--- src/hw/rtl/sai_pkg.sv ---
package sai_pkg;

  localparam int DEPTH      = 256;
  localparam int VALUE_BITS = 20;
  localparam int COUNT_BITS = $clog2(DEPTH + 1);
  localparam int POS_BITS   = 8;
  localparam int GRP_SIZE   = 16;
  localparam int GRP_NUM    = DEPTH / GRP_SIZE;
  localparam int IN_BYTES   = (1 + VALUE_BITS + POS_BITS + 7) / 8;
  localparam int OUT_BYTES  = (2 + VALUE_BITS + COUNT_BITS + 7) / 8;

  typedef enum logic [0:0] {
    CMD_INSERT = 1'b0,
    CMD_REMOVE = 1'b1
  } cmd_t;

  typedef enum logic [1:0] {
    ST_DONE  = 2'd0,
    ST_FULL  = 2'd1,
    ST_RANGE = 2'd2
  } status_t;

  typedef enum logic [1:0] {
    S_IDLE,
    S_STAGE,
    S_COMMIT,
    S_OUT
  } state_t;

  typedef struct packed {
    logic load;
    logic stage;
    logic commit;
  } ctrl_cmd_t;

endpackage

--- src/hw/rtl/sai_ctrl.sv ---
module sai_ctrl (
  input  logic                 clk,
  input  logic                 rst,
  input  logic                 s_tvalid,
  output logic                 s_tready,
  output logic                 m_tvalid,
  input  logic                 m_tready,
  output sai_pkg::ctrl_cmd_t   cmd
);

  sai_pkg::state_t state;
  sai_pkg::state_t state_next;

  always_ff @(posedge clk) begin
    if (rst) begin
      state <= sai_pkg::S_IDLE;
    end else begin
      state <= state_next;
    end
  end

  always_comb begin
    state_next = state;
    s_tready   = 1'b0;
    m_tvalid   = 1'b0;
    cmd        = '0;
    unique case (state)
      sai_pkg::S_IDLE: begin
        s_tready = 1'b1;
        if (s_tvalid) begin
          cmd.load   = 1'b1;
          state_next = sai_pkg::S_STAGE;
        end
      end
      sai_pkg::S_STAGE: begin
        cmd.stage  = 1'b1;
        state_next = sai_pkg::S_COMMIT;
      end
      sai_pkg::S_COMMIT: begin
        cmd.commit = 1'b1;
        state_next = sai_pkg::S_OUT;
      end
      sai_pkg::S_OUT: begin
        m_tvalid = 1'b1;
        if (m_tready) begin
          state_next = sai_pkg::S_IDLE;
        end
      end
      default: state_next = sai_pkg::S_IDLE;
    endcase
  end

`ifndef ASSERT_OFF
  a_commit_then_out: assert property (@(posedge clk) disable iff (rst)
    cmd.commit |=> m_tvalid)
    else $error("result not presented after commit");
  a_no_accept_while_out: assert property (@(posedge clk) disable iff (rst)
    !(m_tvalid && s_tready))
    else $error("input taken while a result is pending");
  a_load_then_stage: assert property (@(posedge clk) disable iff (rst)
    cmd.load |=> cmd.stage ##1 cmd.commit)
    else $error("item sequence broken");
`endif

endmodule

--- config.mk ---
export PLATFORM = sky130hd
export DESIGN_NAME = sai_ctrl
export DESIGN_NICKNAME = d
export VERILOG_FILES = /design/src/hw/rtl/sai_pkg.sv /design/src/hw/rtl/sai_ctrl.sv
export SDC_FILE = /design/constraint.sdc
export NUM_CORES = 1
export LEC_CHECK = 0
export ABC_AREA = 1
export BUFFER_PORTS_ARGS = -buffer_cell sky130_fd_sc_hd__buf_2
export CAP_MARGIN = 20
export CORE_AREA = 3 3 40 42
export DETAILED_ROUTE_END_ITERATION = 7
export DIE_AREA = 0 0 43 45
export GPL_TIMING_DRIVEN = 0
export PLACE_DENSITY_LB_ADDON = 0.12
export SETUP_SLACK_MARGIN = 0.5
export SKIP_CTS_REPAIR_TIMING = 1
export SYNTH_ARGS = -nofsm -noshare
export SYNTH_HDL_FRONTEND = slang
export SYNTH_SLANG_ARGS = --single-unit
export TNS_END_PERCENT = 1
--- constraint.sdc ---
create_clock -name clk -period 1.59 [get_ports clk]
set_input_delay 0.0795 -clock clk [delete_from_list [all_inputs] [get_ports clk]]
set_output_delay 0.0795 -clock clk [all_outputs]
set_load 0.03 [all_outputs]
==> impl_results.md <==
- Status: finished clean
- LEAKAGE: 0.165 nW
- GRT busiest layer: met4
- Mapped Nets: 33
- Clk slew on worst S/H paths: 0.03 ns
- DRC Markers: 0
- Flops & latches, synth: 2
- Max Cap Viol: 0
- Syn-to-layout area delta: 72.5%
- Fmax: 927 MHz
- Die X: 43 µm
- Setup WS post-layout: 0.512 ns
- CTS root buffer: clkbuf_4
- Post-Synthesis Cells: 25
- Worst-margin pin slew: 0.156 ns
- Via density per instance: 3.44
- Pre-CTS setup slack: 0.510 ns
- Vias: 179
- Synth unique cells: 8
- Worst Path Max Fanout: 4
- Worst EP required: 1.51 ns
- Final wirelength: 396 µm
- Fin Setup TNS: 0 ns
- Commonest non-fill, non-tap cells in the layout: buf_2 (7), inv_1 (4), nand2_1 (4)
- Worst-Skew Late Latency: 0.22 ns
- Crit-path cells: inv_4 > ha_4 > nand2_2 > inv_2 > buf_6
- Detailed-placement wirelength estimate: 312 µm
- RSZ-0062 raised after global routing: true
- Initial Util: 0.134
- Slowest-stage cell, CP: dfxtp_4
- Commonest non-fill, non-tap cell in the layout: buf_2
- Worst EP arrival: 1.00 ns
- Initial antenna violation count: 0
- Crit Path Category: flip-flop to output pin
- Die Ht: 45 µm
- CP max stage delay: 0.36 ns
- Largest regs: state (2)
- Fillers: 155
- Cell family with the largest share of critical-path delay: flip-flops
- Total gr overflow: 0
- Final GP Congestion: 0.589
- # clock sinks: 2
- Pin count of the biggest net entering global routing: 5
- Tot GR Track Use: 0.0599
- Final setup skew: 0.00125 ns
- Register area share after synthesis: 0.232
- Startpoint Class: flip-flop
- Slew Limit Headroom: 0.896
- Syn avg cell area: 6.91 µm²
- Wire per inst: 7.62 µm
- Worst Hold Class: input port to flip-flop
- CP Capture Type: output pin
- Starting DRT DRC Count: 0
- Setup Viol. Count Final: 0
- Crit path buf inv count: 3
- # nets final: 47
- Core box area: 1280 µm²
- Util after Layout: 0.232
- Met3 Use GR: 0.0398
- Max reg flops: 2
- Min Clock Period, post-route: 1.08 ns
- Area leader, netlist: ha_1
- Clk buf depth: 2
- Met2 GRT Util: 0.0689
- Overall Power: 0.000634 W
- # diodes: 0
- First-pass GRT wire length: 731 µm
- Number of routed nets with antenna violations: 0
- Final Slew Violations: 0
- Yosys warnings: 0
- Die area: 1940 µm²
- Share of cells above drive strength 1: 0.595
- Largest cells by area after synthesis: ha_1 (29%), dfxtp_1 (23%), inv_1 (15%)
- DRT Pass-1 Iters: 1
- Top reg by flops: state
- Count of input and output buffers: 8
- Yosys top cell area share: 0.290
- TritonCTS clock tree: built
- GR Util met1: 0.0576
- Row count: 13
- CTS buffer count: 3
- Num ports: 9
- Final period util: 0.678
- Final hold vios: 0
- Worst VDD drop: 0.000706 V
- H-Tree Depth: 1
- Pwr/cell area: 2130 nW/µm²
- Vias in the first global route: 185
- Synthesized cell area: 173 µm²
==> Yosys cell counts <==
library cell / count
a21oi_1: 2
ha_1: 4
nand3_2: 1
nand2_1: 5
nor2_1: 3
inv_1: 7
nand2_2: 1
dfxtp_1: 2
==> final timing paths <==
kind,slack (ns),to,start,depth (start not counted)
hold reg to reg,0.52,state[0]$_SDFFE_PP0P_,state[0]$_SDFFE_PP0P_,2
setup / recovery,0.51,cmd[2],state[1]$_SDFFE_PP0P_,5
hold / removal,0.1,state[1]$_SDFFE_PP0P_,rst,4
setup reg to reg,0.54,state[1]$_SDFFE_PP0P_,state[1]$_SDFFE_PP0P_,7
==> layout make-up <==
class                           instances  area, µm²  area share
Inverter                                7       31.3       0.105
Clock buffer                            3       22.5      0.0756
Multi-Input combinational cell         16        124       0.416
Tap cell                               15       18.8      0.0630
Sequential cell                         2       47.5       0.160
Timing Repair Buffer                    9       53.8       0.181
==> kinds of logic (layout without fill, tap and decap cells) <==
kind of cell | after synthesis | after routing | synth area share
fa+ha+maj | 4 | 4 | 0.290
compound gates | 2 | 2 | 0.0580
buf+inv | 7 | 19 | 0.152
flops | 2 | 2 | 0.232
simple gates | 10 | 10 | 0.268
==> where the power goes <==
group / switching (W) / internal (W)
Sequential: 0.0000358 / 0.0000856
Combinational: 0.000237 / 0.000162
Clock: 0.0000301 / 0.0000834
Total: 0.000303 / 0.000331
==> worst register-to-register path, delay by kind of cell (launching register included) <==
family | cells | cell delay, ns
DFF | 1 | 0.36
and+or+nand+nor | 4 | 0.25
buffers and inverters | 2 | 0.17
adders and majority gates | 1 | 0.16
==> routing by layer <==
metal / vias up / wire length [µm]
li1: 96 / -
met1: 78 / 162
met2: 5 / 206
met3: 0 / 27
met4: 0 / 0
met5: - / 0
==> stage by stage <==
step           cells  instance area, µm²  hold slack, ns
2_1_floorplan     25                 178           0.235
3_3_place_gp      48                 236           0.338
3_5_place_dp      48                 236           0.336
4_1_cts           51                 259          0.0922
5_1_grt           52                 298           0.121
6_report          52                 298          0.0965
No activity file was read; power rests on OpenSTA's default activity.
